`config.mk`:
```
export PLATFORM = sky130hd
export DESIGN_NAME = unordered_array_set_unit
export DESIGN_NICKNAME = d
export VERILOG_FILES = /design/src/design/usa_pkg.sv /design/src/design/usa_key_mem.sv /design/src/design/usa_ctrl.sv /design/src/design/unordered_array_set_unit.sv
export SDC_FILE = /design/constraint.sdc
export NUM_CORES = 1
export LEC_CHECK = 0
export BUFFER_PORTS_ARGS = -buffer_cell sky130_fd_sc_hd__buf_2
export CAP_MARGIN = 10
export CORE_ASPECT_RATIO = 1.25
export CORE_MARGIN = 2
export CORE_UTILIZATION = 40
export CTS_CLUSTER_SIZE = 25
export DETAILED_ROUTE_END_ITERATION = 10
export PLACE_DENSITY = 0.65
export RECOVER_POWER = 25
export SLEW_MARGIN = 20
export SYNTH_ARGS = -nofsm -noshare
export SYNTH_HDL_FRONTEND = slang
export SYNTH_SLANG_ARGS = --single-unit
```
`constraint.sdc`:
```
create_clock -name clk_i -period 3.6 [get_ports clk_i]
set_input_delay 0.54 -clock clk_i [delete_from_list [all_inputs] [get_ports clk_i]]
set_output_delay 0.54 -clock clk_i [all_outputs]
set_load 0.01 [all_outputs]
```
`src/design/usa_pkg.sv`:
```
package usa_pkg;

  localparam int unsigned KEY_W     = 32;
  localparam int unsigned CMD_W     = 2;
  localparam int unsigned OUT_CNT_W = 5;

  typedef enum logic [CMD_W-1:0] {
    CMD_INSERT = 2'd0,
    CMD_DELETE = 2'd1,
    CMD_QUERY  = 2'd2,
    CMD_CLEAR  = 2'd3
  } cmd_e;

  typedef enum logic [1:0] {
    ST_IDLE,
    ST_SCAN,
    ST_MOVE,
    ST_FINISH
  } state_e;

  // enables from the sequencer to the key store
  typedef struct packed {
    logic rd_en;
    logic wr_en;
  } mem_ctl_t;

endpackage

```
`src/design/usa_key_mem.sv`:
```
module usa_key_mem #(
  parameter int unsigned DEPTH = 16,
  parameter int unsigned AW    = 4
) (
  input  logic                    clk_i,
  input  usa_pkg::mem_ctl_t       ctl_i,
  input  logic [AW-1:0]           rd_addr_i,
  input  logic [AW-1:0]           wr_addr_i,
  input  logic [usa_pkg::KEY_W-1:0] wr_data_i,
  output logic [usa_pkg::KEY_W-1:0] rd_data_o
);
  import usa_pkg::*;

  logic [KEY_W-1:0] mem_q [DEPTH];
  logic [KEY_W-1:0] rd_data_q;

  always_ff @(posedge clk_i) begin
    if (ctl_i.wr_en) begin
      mem_q[wr_addr_i] <= wr_data_i;
    end
  end

  // read data holds while no read is issued
  always_ff @(posedge clk_i) begin
    if (ctl_i.rd_en) begin
      rd_data_q <= mem_q[rd_addr_i];
    end
  end

  assign rd_data_o = rd_data_q;

endmodule

```
`src/design/usa_ctrl.sv`:
```
module usa_ctrl #(
  parameter int unsigned DEPTH = 16,
  parameter int unsigned AW    = 4,
  parameter int unsigned CW    = 5
) (
  input  logic                       clk_i,
  input  logic                       rst_ni,
  input  logic                       in_valid_i,
  output logic                       in_stall_o,
  input  logic [usa_pkg::CMD_W-1:0]  cmd_i,
  input  logic [usa_pkg::KEY_W-1:0]  key_i,
  output logic                       out_valid_o,
  input  logic                       out_stall_i,
  output logic                       was_member_o,
  output logic                       accepted_o,
  output logic [usa_pkg::OUT_CNT_W-1:0] count_after_o,
  output logic                       is_full_o,
  output logic                       is_empty_o,
  output usa_pkg::mem_ctl_t          mem_ctl_o,
  output logic [AW-1:0]              rd_addr_o,
  output logic [AW-1:0]              wr_addr_o,
  output logic [usa_pkg::KEY_W-1:0]  wr_data_o,
  input  logic [usa_pkg::KEY_W-1:0]  rd_data_i
);
  import usa_pkg::*;

  localparam logic [CW-1:0] DEPTH_C = CW'(DEPTH);
  localparam logic [CW-1:0] ONE_C   = CW'(1);

  state_e           state_q, state_d;
  cmd_e             cmd_q, cmd_d;
  logic [KEY_W-1:0] key_q, key_d;
  logic [CW-1:0]    cnt_q, cnt_d;
  logic [CW-1:0]    rd_idx_q, rd_idx_d;
  logic             cmp_vld_q, cmp_vld_d;
  logic [AW-1:0]    cmp_idx_q, cmp_idx_d;
  logic             found_q, found_d;
  logic [AW-1:0]    slot_q, slot_d;

  logic             out_vld_q, out_vld_d;
  logic             member_q, member_d;
  logic             acc_q, acc_d;
  logic [CW-1:0]    out_cnt_q, out_cnt_d;

  logic             hit, last_cmp, issue, fin_load;
  logic [CW-1:0]    cnt_last;

  assign cnt_last = cnt_q - ONE_C;
  assign hit      = cmp_vld_q && (rd_data_i == key_q);
  assign last_cmp = cmp_vld_q && (CW'(cmp_idx_q) == cnt_last);
  assign issue    = rd_idx_q < cnt_q;
  assign fin_load = (state_q == ST_FINISH) && (!out_vld_q || !out_stall_i);

  always_ff @(posedge clk_i or negedge rst_ni) begin
    if (!rst_ni) begin
      state_q   <= ST_IDLE;
      cnt_q     <= '0;
      out_vld_q <= 1'b0;
      cmp_vld_q <= 1'b0;
    end else begin
      state_q   <= state_d;
      cnt_q     <= cnt_d;
      out_vld_q <= out_vld_d;
      cmp_vld_q <= cmp_vld_d;
    end
  end

  always_ff @(posedge clk_i) begin
    cmd_q     <= cmd_d;
    key_q     <= key_d;
    rd_idx_q  <= rd_idx_d;
    cmp_idx_q <= cmp_idx_d;
    found_q   <= found_d;
    slot_q    <= slot_d;
    member_q  <= member_d;
    acc_q     <= acc_d;
    out_cnt_q <= out_cnt_d;
  end

  always_comb begin
    state_d   = state_q;
    cmd_d     = cmd_q;
    key_d     = key_q;
    cnt_d     = cnt_q;
    rd_idx_d  = rd_idx_q;
    cmp_vld_d = cmp_vld_q;
    cmp_idx_d = cmp_idx_q;
    found_d   = found_q;
    slot_d    = slot_q;
    member_d  = member_q;
    acc_d     = acc_q;
    out_cnt_d = out_cnt_q;
    out_vld_d = out_vld_q && out_stall_i;
    in_stall_o       = 1'b1;
    mem_ctl_o.rd_en  = 1'b0;
    mem_ctl_o.wr_en  = 1'b0;
    rd_addr_o        = rd_idx_q[AW-1:0];
    wr_addr_o        = cnt_q[AW-1:0];
    wr_data_o        = key_q;

    case (state_q)
      ST_IDLE: begin
        in_stall_o = 1'b0;
        if (in_valid_i) begin
          cmd_d     = cmd_e'(cmd_i);
          key_d     = key_i;
          rd_idx_d  = '0;
          cmp_vld_d = 1'b0;
          found_d   = 1'b0;
          state_d   = (cnt_q == '0) ? ST_FINISH : ST_SCAN;
        end
      end
      ST_SCAN: begin
        // read one entry and compare the previous one each cycle
        mem_ctl_o.rd_en = issue;
        cmp_vld_d       = issue;
        cmp_idx_d       = rd_idx_q[AW-1:0];
        rd_idx_d        = rd_idx_q + CW'(issue);
        if (hit) begin
          found_d   = 1'b1;
          slot_d    = cmp_idx_q;
          cmp_vld_d = 1'b0;
          state_d   = (cmd_q == CMD_DELETE) ? ST_MOVE : ST_FINISH;
        end else if (last_cmp) begin
          cmp_vld_d = 1'b0;
          state_d   = ST_FINISH;
        end
      end
      ST_MOVE: begin
        mem_ctl_o.rd_en = 1'b1;
        rd_addr_o       = cnt_last[AW-1:0];
        state_d         = ST_FINISH;
      end
      ST_FINISH: begin
        if (fin_load) begin
          member_d = found_q;
          acc_d    = 1'b0;
          case (cmd_q)
            CMD_INSERT: begin
              if (!found_q && (cnt_q != DEPTH_C)) begin
                acc_d           = 1'b1;
                mem_ctl_o.wr_en = 1'b1;
                cnt_d           = cnt_q + ONE_C;
              end
            end
            CMD_DELETE: begin
              if (found_q) begin
                acc_d           = 1'b1;
                mem_ctl_o.wr_en = 1'b1;
                wr_addr_o       = slot_q;
                wr_data_o       = rd_data_i;
                cnt_d           = cnt_last;
              end
            end
            CMD_CLEAR: cnt_d = '0;
            default: ;
          endcase
          out_cnt_d = cnt_d;
          out_vld_d = 1'b1;
          state_d   = ST_IDLE;
        end
      end
      default: state_d = ST_IDLE;
    endcase
  end

  assign out_valid_o   = out_vld_q;
  assign was_member_o  = member_q;
  assign accepted_o    = acc_q;
  assign count_after_o = OUT_CNT_W'(out_cnt_q);
  assign is_full_o     = out_cnt_q == DEPTH_C;
  assign is_empty_o    = out_cnt_q == '0;

  a_cnt_bound: assert property (@(posedge clk_i) disable iff (!rst_ni)
    cnt_q <= DEPTH_C) else $error("entry count beyond depth");

  a_ins_inc: assert property (@(posedge clk_i) disable iff (!rst_ni)
    (fin_load && acc_d && cmd_q == CMD_INSERT) |=> cnt_q == $past(cnt_q) + ONE_C)
    else $error("insert did not grow count");

  a_del_dec: assert property (@(posedge clk_i) disable iff (!rst_ni)
    (fin_load && acc_d && cmd_q == CMD_DELETE) |=> cnt_q == $past(cnt_q) - ONE_C)
    else $error("delete did not shrink count");

  a_cmp_range: assert property (@(posedge clk_i) disable iff (!rst_ni)
    (state_q == ST_SCAN && cmp_vld_q) |-> CW'(cmp_idx_q) < cnt_q)
    else $error("compare beyond filled entries");

endmodule

```
`src/design/unordered_array_set_unit.sv`:
```
// Unordered set of distinct 32-bit keys held in a table of DEPTH entries.
// Input channel (in_valid_i / in_stall_o) carries cmd_i and key_i; a transfer
// happens on a rising edge with valid high and stall low. cmd_i: insert,
// delete, membership query or clear. Exactly one result per request leaves on
// the output channel (out_valid_o / out_stall_i): was_member_o, accepted_o,
// count_after_o, is_full_o, is_empty_o.
// Operation: one key comparator walks the table, one stored entry per cycle,
// fed by the table's single registered read port. A delete that hits
// re-reads the last entry to fill the hole. The input stalls from the
// transfer until the sequencer is back in idle, so a new request is taken
// only after the last one has reached the result register; an empty table
// skips the walk.
// The result sits in an output register: the next request is taken while it
// waits, and when out_stall_i is held the following result waits in its
// final step, with nothing lost or repeated.
// Reset (rst_ni, asynchronous, active low) empties the set and idles the
// sequencer; table contents are not cleared, only entries below the count
// are ever read.
module unordered_array_set_unit #(
  parameter int unsigned DEPTH = 16
) (
  input  logic                          clk_i,
  input  logic                          rst_ni,
  input  logic                          in_valid_i,
  output logic                          in_stall_o,
  input  logic [usa_pkg::CMD_W-1:0]     cmd_i,
  input  logic signed [usa_pkg::KEY_W-1:0] key_i,
  output logic                          out_valid_o,
  input  logic                          out_stall_i,
  output logic                          was_member_o,
  output logic                          accepted_o,
  output logic [usa_pkg::OUT_CNT_W-1:0] count_after_o,
  output logic                          is_full_o,
  output logic                          is_empty_o
);
  import usa_pkg::*;

  // table index and count widths
  localparam int unsigned AW = (DEPTH > 1) ? $clog2(DEPTH) : 1;
  localparam int unsigned CW = $clog2(DEPTH + 1);

  mem_ctl_t         mem_ctl;
  logic [AW-1:0]    rd_addr, wr_addr;
  logic [KEY_W-1:0] wr_data, rd_data;
  logic [KEY_W-1:0] key_raw;

  assign key_raw = key_i;

  // sequencer with the shared comparator and the result register
  usa_ctrl #(
    .DEPTH (DEPTH),
    .AW    (AW),
    .CW    (CW)
  ) u_ctrl (
    .clk_i         (clk_i),
    .rst_ni        (rst_ni),
    .in_valid_i    (in_valid_i),
    .in_stall_o    (in_stall_o),
    .cmd_i         (cmd_i),
    .key_i         (key_raw),
    .out_valid_o   (out_valid_o),
    .out_stall_i   (out_stall_i),
    .was_member_o  (was_member_o),
    .accepted_o    (accepted_o),
    .count_after_o (count_after_o),
    .is_full_o     (is_full_o),
    .is_empty_o    (is_empty_o),
    .mem_ctl_o     (mem_ctl),
    .rd_addr_o     (rd_addr),
    .wr_addr_o     (wr_addr),
    .wr_data_o     (wr_data),
    .rd_data_i     (rd_data)
  );

  // key table: one write port, one registered read port
  usa_key_mem #(
    .DEPTH (DEPTH),
    .AW    (AW)
  ) u_key_mem (
    .clk_i     (clk_i),
    .ctl_i     (mem_ctl),
    .rd_addr_i (rd_addr),
    .wr_addr_i (wr_addr),
    .wr_data_i (wr_data),
    .rd_data_o (rd_data)
  );

endmodule
```
==> results of run 1 <==
==> routing by layer <==
layer | wire length (um) | vias up | global-route usage (%)
met4 | 1144 | 0 | 4.940
li1 | - | 5028 | -
met2 | 27440 | 377 | 29.96
met5 | 0 | - | 0
met3 | 2885 | 79 | 2.757
met1 | 21720 | 6188 | 22.54
==> kinds of logic after synthesis <==
kind of cell,Yosys count,synth area share [%]
AOI/OAI and AO/OA,106,2.799
xor gates and xnor gates,45,1.629
and+or+nand+nor,123,2.809
adders and majority gates,12,0.6207
muxes,199,15.09
DFF,608,75.30
buffers and inverters,73,1.754
==> layout make-up <==
cell class                 instances  area, um^2
timing repair buffer             112        1071
tap                              765       957.2
clock inverter                    43       436.7
multi-input combinational        485        5708
sequential                       608       18210
inverter                          15       56.30
clock buffer                      66        1481
fill                            4824       31760
==> state kept, by name (all words and copies together), names as in the netlist, 4 cells and up <==
| signal | cells |
|---|---|
| u_key_mem.mem_q | 512 |
| u_ctrl.key_q | 32 |
| u_key_mem.rd_data_o | 32 |
| u_ctrl.cnt_q | 5 |
| u_ctrl.count_after_o | 5 |
| u_ctrl.rd_idx_q | 5 |
| u_ctrl.cmp_idx_q | 4 |
| u_ctrl.slot_q | 4 |
==> critical path, delay by kind of cell, from the launching register on <==
| family | cells | cell delay, ns |
|---|---|---|
| and+or+nand+nor | 3 | 0.96 |
| buffers and inverters | 3 | 0.61 |
| DFF | 1 | 0.51 |
| AOI/OAI and AO/OA | 2 | 0.50 |
| adders and majority gates | 1 | 0.24 |
| muxes | 1 | 0.16 |
==> path summary, 6_finish.rpt <==
kind                                               to  slack (ns)  depth (start not counted)
worst max-delay path            u_key_mem.mem_q[1][9]        0.29                         10
worst min-delay path                  u_ctrl.key_q[7]        0.09                          1
worst max register to register  u_key_mem.mem_q[1][9]        0.29                         10
worst min register to register       u_ctrl.slot_q[0]        0.49                          0
max in group asynchronous           u_ctrl.state_q[1]        2.73                          2
min in group asynchronous             u_ctrl.cnt_q[0]        0.45                          2
==> stage by stage <==
| stage | utilization (%) | cell area (um^2) | worst slack [ns] | hold slack, ns | instances |
|---|---|---|---|---|---|
| after floorplan | - | 24190 | -0.03376 | 0.2444 | 1166 |
| after global placement | 43.62 | 26040 | 0.4608 | 0.4208 | 1984 |
| after detailed placement | 43.62 | 26040 | 0.4031 | 0.4284 | 1984 |
| after CTS | 46.86 | 27960 | 0.3529 | 0.05373 | 2094 |
| after global routing | 46.79 | 27920 | 0.08194 | 0.06366 | 2094 |
| final | 46.79 | 27920 | 0.2933 | 0.08645 | 2094 |
==> cells in the final DEF, fill, tap and decap left out, types with 25 or more instances in the layout <==
| master | instances |
|---|---|
| a211oi_1 | 31 |
| a21oi_1 | 39 |
| buf_12 | 31 |
| buf_2 | 34 |
| buf_4 | 25 |
| clkbuf_1 | 26 |
| clkbuf_16 | 58 |
| edfxtp_1 | 599 |
| mux2_2 | 25 |
| mux2i_1 | 34 |
| mux4_2 | 128 |
| nor2b_1 | 26 |
| xor2_1 | 35 |
==> power by group through the flow <==
stage	Combinational, mW	Clock, mW	Sequential (mW)
final	8.00	6.10	9.27
after global routing	8.70	6.49	9.31
after CTS	8.19	6.23	9.26
after global placement	8.06	0	9.38
after floorplan	6.00	0	9.24
after detailed placement	8.14	0	9.40
==> repair_timing <==
| action | 4_1_cts | 5_1_grt |
|---|---|---|
| hold buffers | 1 | 0 |
| endpoints found under the setup margin | 0 | 0 |
| endpoints found under the hold margin | 9 | 0 |
==> results.yml, run 1 <==
pwr:
  finalPower_mw: 23.37
  swShare_pct: 31.25
  leakage_nw: 8.882
  power.density_nw_per_um2: 837.1
  clockPowerShare_pct: 26.1
  ir_drop_mv: 0.6184
  internal_power_mw: 16.07
  p_comb_share_pct: 34.2
  switchingPower_mw: 7.305
  seq_power_share_pct: 39.6
status:
  outcome: "finished, violations left"
  failed_checks: "max-capacitance violations, max-slew violations"
logic_synthesis:
  synth-main-ff-cell: "edfxtp_1"
  synthArstFlopShare_pct: 1.480
  synth_nets: 1216
  synth_edf_count: 599
  yosysMostFrequentCell: "edfxtp_1"
  ys_seq_area_share_pct: 75.30
  synth_common_cells: "edfxtp_1, mux4_2, a21oi_1"
  avgSynthCellArea_um2: 20.74
  synth_top_area_share_pct: 74.37
  ys_types: 48
  ys_seq_elements: 608
  synth_area_leaders: "edfxtp_1, mux4_2, mux2_2"
  synth_top_cell_by_area: "edfxtp_1"
  netlist_instances: 1166
  synth_area_um2: 24190
  ys_warn_count: 0
clock_tree:
  cts_tree: "yes"
  cts_buffers: 58
  cts.path.max_buffers: 3
  htree_levels: 2
  clkTransAtPathRegs_ns: 0.06
  cts_resized: 0
  cts.sinks: 608
  clk_latency_ns: 0.63
  clockRootBuffer: "clkbuf_16"
  cts_setup_buffers: 0
critical_path:
  crit_arrival_ns: 3.61
  worstPathRequired_ns: 3.90
  critPathKind: "reg2reg"
  critPathSlowestCell: "dfrtp_1"
  crit_fanout: 16
  cp-end-kind: "register"
  worstPathCellList: "inv_1 -> ha_1 -> nor3b_4 -> a21oi_1 -> mux2i_1 -> nor3_1 -> o21ai_0 -> buf_4 -> nor2_4 -> buf_12"
  startpoint: "u_ctrl.cnt_q[1]"
  startpoint_type: "register"
  rr_startpoint: "u_ctrl.cnt_q[1]"
  cp_slowest_stage_delay_ns: 0.51
final_layout:
  drive_gt1_share_pct: 27.09
  nNetsFinal: 1330
  syn_to_final_growth_pct: 15.45
  n_antenna_cell: 0
global_routing:
  antenna_found_initial: 0
  globalRouteTotalUtil_pct: 17.28
  grt_max_degree: 55
  grt_pass1_vias: 12120
  overflow: 0
  grt_pass1_wl_mm: 79.10
worst_hold_path:
  hold_class: "in2reg"
  worstHoldStart: "key_i[7]"
placed_design:
  gp_congestion: 0.7785
  portBuffers: 48
  dpl.hpwl_mm: 29.13
floorplanning:
  start_util_pct: 40.53
  dieArea_um2: 62460
  std_cell_rows: 100
  die_x_um: 223.9
  die_h_um: 278.9
  coreArea_um2: 59680
  io_pins: 49
drt:
  vias_per_cell: 5.574
  dr.pass1.iters: 5
  drtIter0Drc: 1074
  vias: 11670
  routed_wl_mm: 53.18
  drc_errors: 0
  routedWlPerCell_um: 25.40
  ant_nets: 0
timing:
  setup_viol: 0
  final_max_slew_viol_count: 19
  fmax_ghz: 0.3024
  fin_tns_setup_ns: 0
  tightest_slew_ns: 1.706
  worst_clock_skew_ns: 0.03069
  max-slew-margin-rel_pct: -13.82
  hold_viol: 0
  rsz0062_at_grt: "false"
  min_period_ns: 3.307
  finalCritPeriodShare_pct: 91.85
run:
  maxCapViolCount: 1
(Power assumes the default switching activity.)
==> run 2: changes to the inputs <==
ABC_AREA = 1   (was unset)
==> results.yml, run 2 <==
clock_tree:
  cts_resized: 0
  cts.sinks: 608
  cts.path.max_buffers: 3
  clockRootBuffer: "clkbuf_16"
  hold_buffers: 1
  cts_tree: "yes"
  cts_buffers: 54
  clk_latency_ns: 0.63
  htree_levels: 2
  cts_setup_buffers: 0
  clkTransAtPathRegs_ns: 0.06
final_layout:
  layout_common_cells: "edfxtp_1, nor2_1, o21ai_0"
  regMostFlops: "u_key_mem.mem_q"
  fin_cells: 2945
  largest_register_ffs: 512
  layout_commonest_cell: "edfxtp_1"
  final_core_util_pct: 45.84
  finalInstanceArea_um2: 28430
  n_antenna_cell: 0
  drive_gt1_share_pct: 10.22
  syn_to_final_growth_pct: 13.24
  nNetsFinal: 2122
pwr:
  ir_drop_mv: 0.8037
  finalPower_mw: 24.44
  power.density_nw_per_um2: 859.5
  leakage_nw: 9.555
critical_path:
  critPathSlowestCell: "clkbuf_1"
  crit_fanout: 26
  cp-end-kind: "register"
  cp_slowest_stage_delay_ns: 0.87
  worstPathRequired_ns: 3.93
  ff2ff_setup_slack_ns: 0.52
  critPathBufInv: 2
  critPathKind: "reg2reg"
  worstPathCellList: "ha_1 -> nand2_1 -> nor2_4 -> clkbuf_1 -> nand2_1 -> o21ai_0 -> clkbuf_1"
  critical-path-top-delay-family: "buffers and inverters"
  startpoint_type: "register"
  crit_arrival_ns: 3.41
timing:
  fin_tns_setup_ns: 0
  final_max_slew_viol_count: 35
  rsz0062_at_grt: "false"
  min_period_ns: 3.078
  fmax_ghz: 0.3248
  finalCritPeriodShare_pct: 85.51
  tightest_slew_ns: 1.785
  worst_clock_skew_ns: 0.02538
  max-slew-margin-rel_pct: -19.15
  setup_viol: 0
  hold_viol: 0
placed_design:
  gp_congestion: 0.9468
  dpl.hpwl_mm: 38.59
  dp.cells: 2847
  portBuffers: 48
  post_dp_cell_area_um2: 26810
floorplanning:
  die_h_um: 284.1
  die_x_um: 228.1
  dieArea_um2: 64800
  start_util_pct: 40.48
  io_pins: 49
  std_cell_rows: 102
  coreArea_um2: 62020
global_routing:
  globalRouteTotalUtil_pct: 20.35
  grt_max_degree: 141
  grt_pass1_wl_mm: 100.8
  antenna_found_initial: 1
  grt_pass1_vias: 16380
  overflow: 0
logic_synthesis:
  synth_top_family_by_area: "compound AO/OA/AOI/OAI gates"
  synthXorXnorAreaFrac_pct: 0.4186
  synth_top_cell_by_area: "edfxtp_1"
  synth_nets: 2045
  synth_fa_ha_area_share_pct: 0.5980
  ys_warn_count: 0
  synthArstFlopShare_pct: 1.480
  avgSynthCellArea_um2: 12.58
  synth_area_leaders: "edfxtp_1, o21ai_0, nor2_1"
  netlist_instances: 1995
  synth-simple-area-share_pct: 10.43
  synth_top_area_share_pct: 71.64
  synth_common_cells: "edfxtp_1, nor2_1, o21ai_0, nand2_1, inv_1"
  synth_area_um2: 25110
  synth-main-ff-cell: "edfxtp_1"
  ys_seq_area_share_pct: 72.54
  synthMuxAreaShare_pct: 0.1346
  synth_edf_count: 599
  ys_types: 40
  yosysMostFrequentCell: "edfxtp_1"
  ys_seq_elements: 608
  synth-compound-area-share_pct: 11.83
drt:
  vias_per_cell: 5.688
  routedWlPerCell_um: 22.73
  routed_wl_mm: 66.94
  drtIter0Drc: 1912
  m1WireLength_mm: 27.08
  dr.pass1.iters: 6
  top_layer_used: "met5"
  dr_wl_met3_mm: 5.407
  vias: 16750
  ant_nets: 0
  drc_errors: 0
  dr_wl_met2_mm: 32.15
status:
  outcome: "finished, violations left"
  failed_checks: "max-capacitance violations, max-slew violations"
run:
  maxCapViolCount: 1
worst_hold_path:
  hold_class: "in2reg"
## run 2: kinds of logic (layout without fill, tap and decap cells)
family,after synthesis,in the layout
xor+xnor,12,12
buf+inv,222,340
compound gates,488,488
fa+ha+maj,12,12
mux,3,3
simple gates,650,650
flops,608,608
## run 2: routing by layer
metal,vias up,global-route usage [%]
li1,7458,-
met1,8331,26.98
met3,144,3.040
met5,-,0
met2,815,34.02
met4,2,7.565
## run 2: layout make-up
type                       instances  area (um^2)
inverter                         109        417.9
fill                            5501        33590
clock inverter                    28        229.0
sequential                       608        18210
timing repair buffer             134         1066
clock buffer                      69         1429
tap                              832         1041
multi-input combinational       1165         6036
## run 2: worst paths after layout
kind                                     start                      end  depth (start not counted)
setup / recovery             u_ctrl.state_q[0]  u_key_mem.mem_q[13][17]                          7
hold / removal                       key_i[15]         u_ctrl.key_q[15]                          1
setup reg to reg             u_ctrl.state_q[0]  u_key_mem.mem_q[13][17]                          7
hold reg to reg            u_ctrl.cmp_idx_q[2]         u_ctrl.slot_q[2]                          0
max in group asynchronous               rst_ni          u_ctrl.cnt_q[2]                          2
min in group asynchronous               rst_ni          u_ctrl.cnt_q[1]                          2
## run 2: per-stage QoR
step           hold slack, ns  worst slack [ns]
4_1_cts               0.05968            0.7387
5_1_grt               0.06964            0.2650
6_report              0.08805            0.5216
3_5_place_dp           0.4198            0.6674
3_3_place_gp           0.4232            0.6180
2_1_floorplan          0.2444            0.2790
## run 2: worst reg2reg max path: cells and delay by family, from the launching register on
| family | cells | cell delay (ns) |
|---|---|---|
| AO/OA/AOI/OAI | 1 | 0.12 |
| adder cells (fa/ha/maj) | 1 | 0.22 |
| buffers and inverters | 2 | 1.37 |
| flip-flops | 1 | 0.42 |
| AND/OR/NAND/NOR | 3 | 0.67 |
## run 2: where the power goes
part           total (mW)  switching (mW)  internal, mW
Clock                5.55            2.54          3.02
Combinational        9.48            6.69          2.79
Sequential           9.40           0.508          8.89
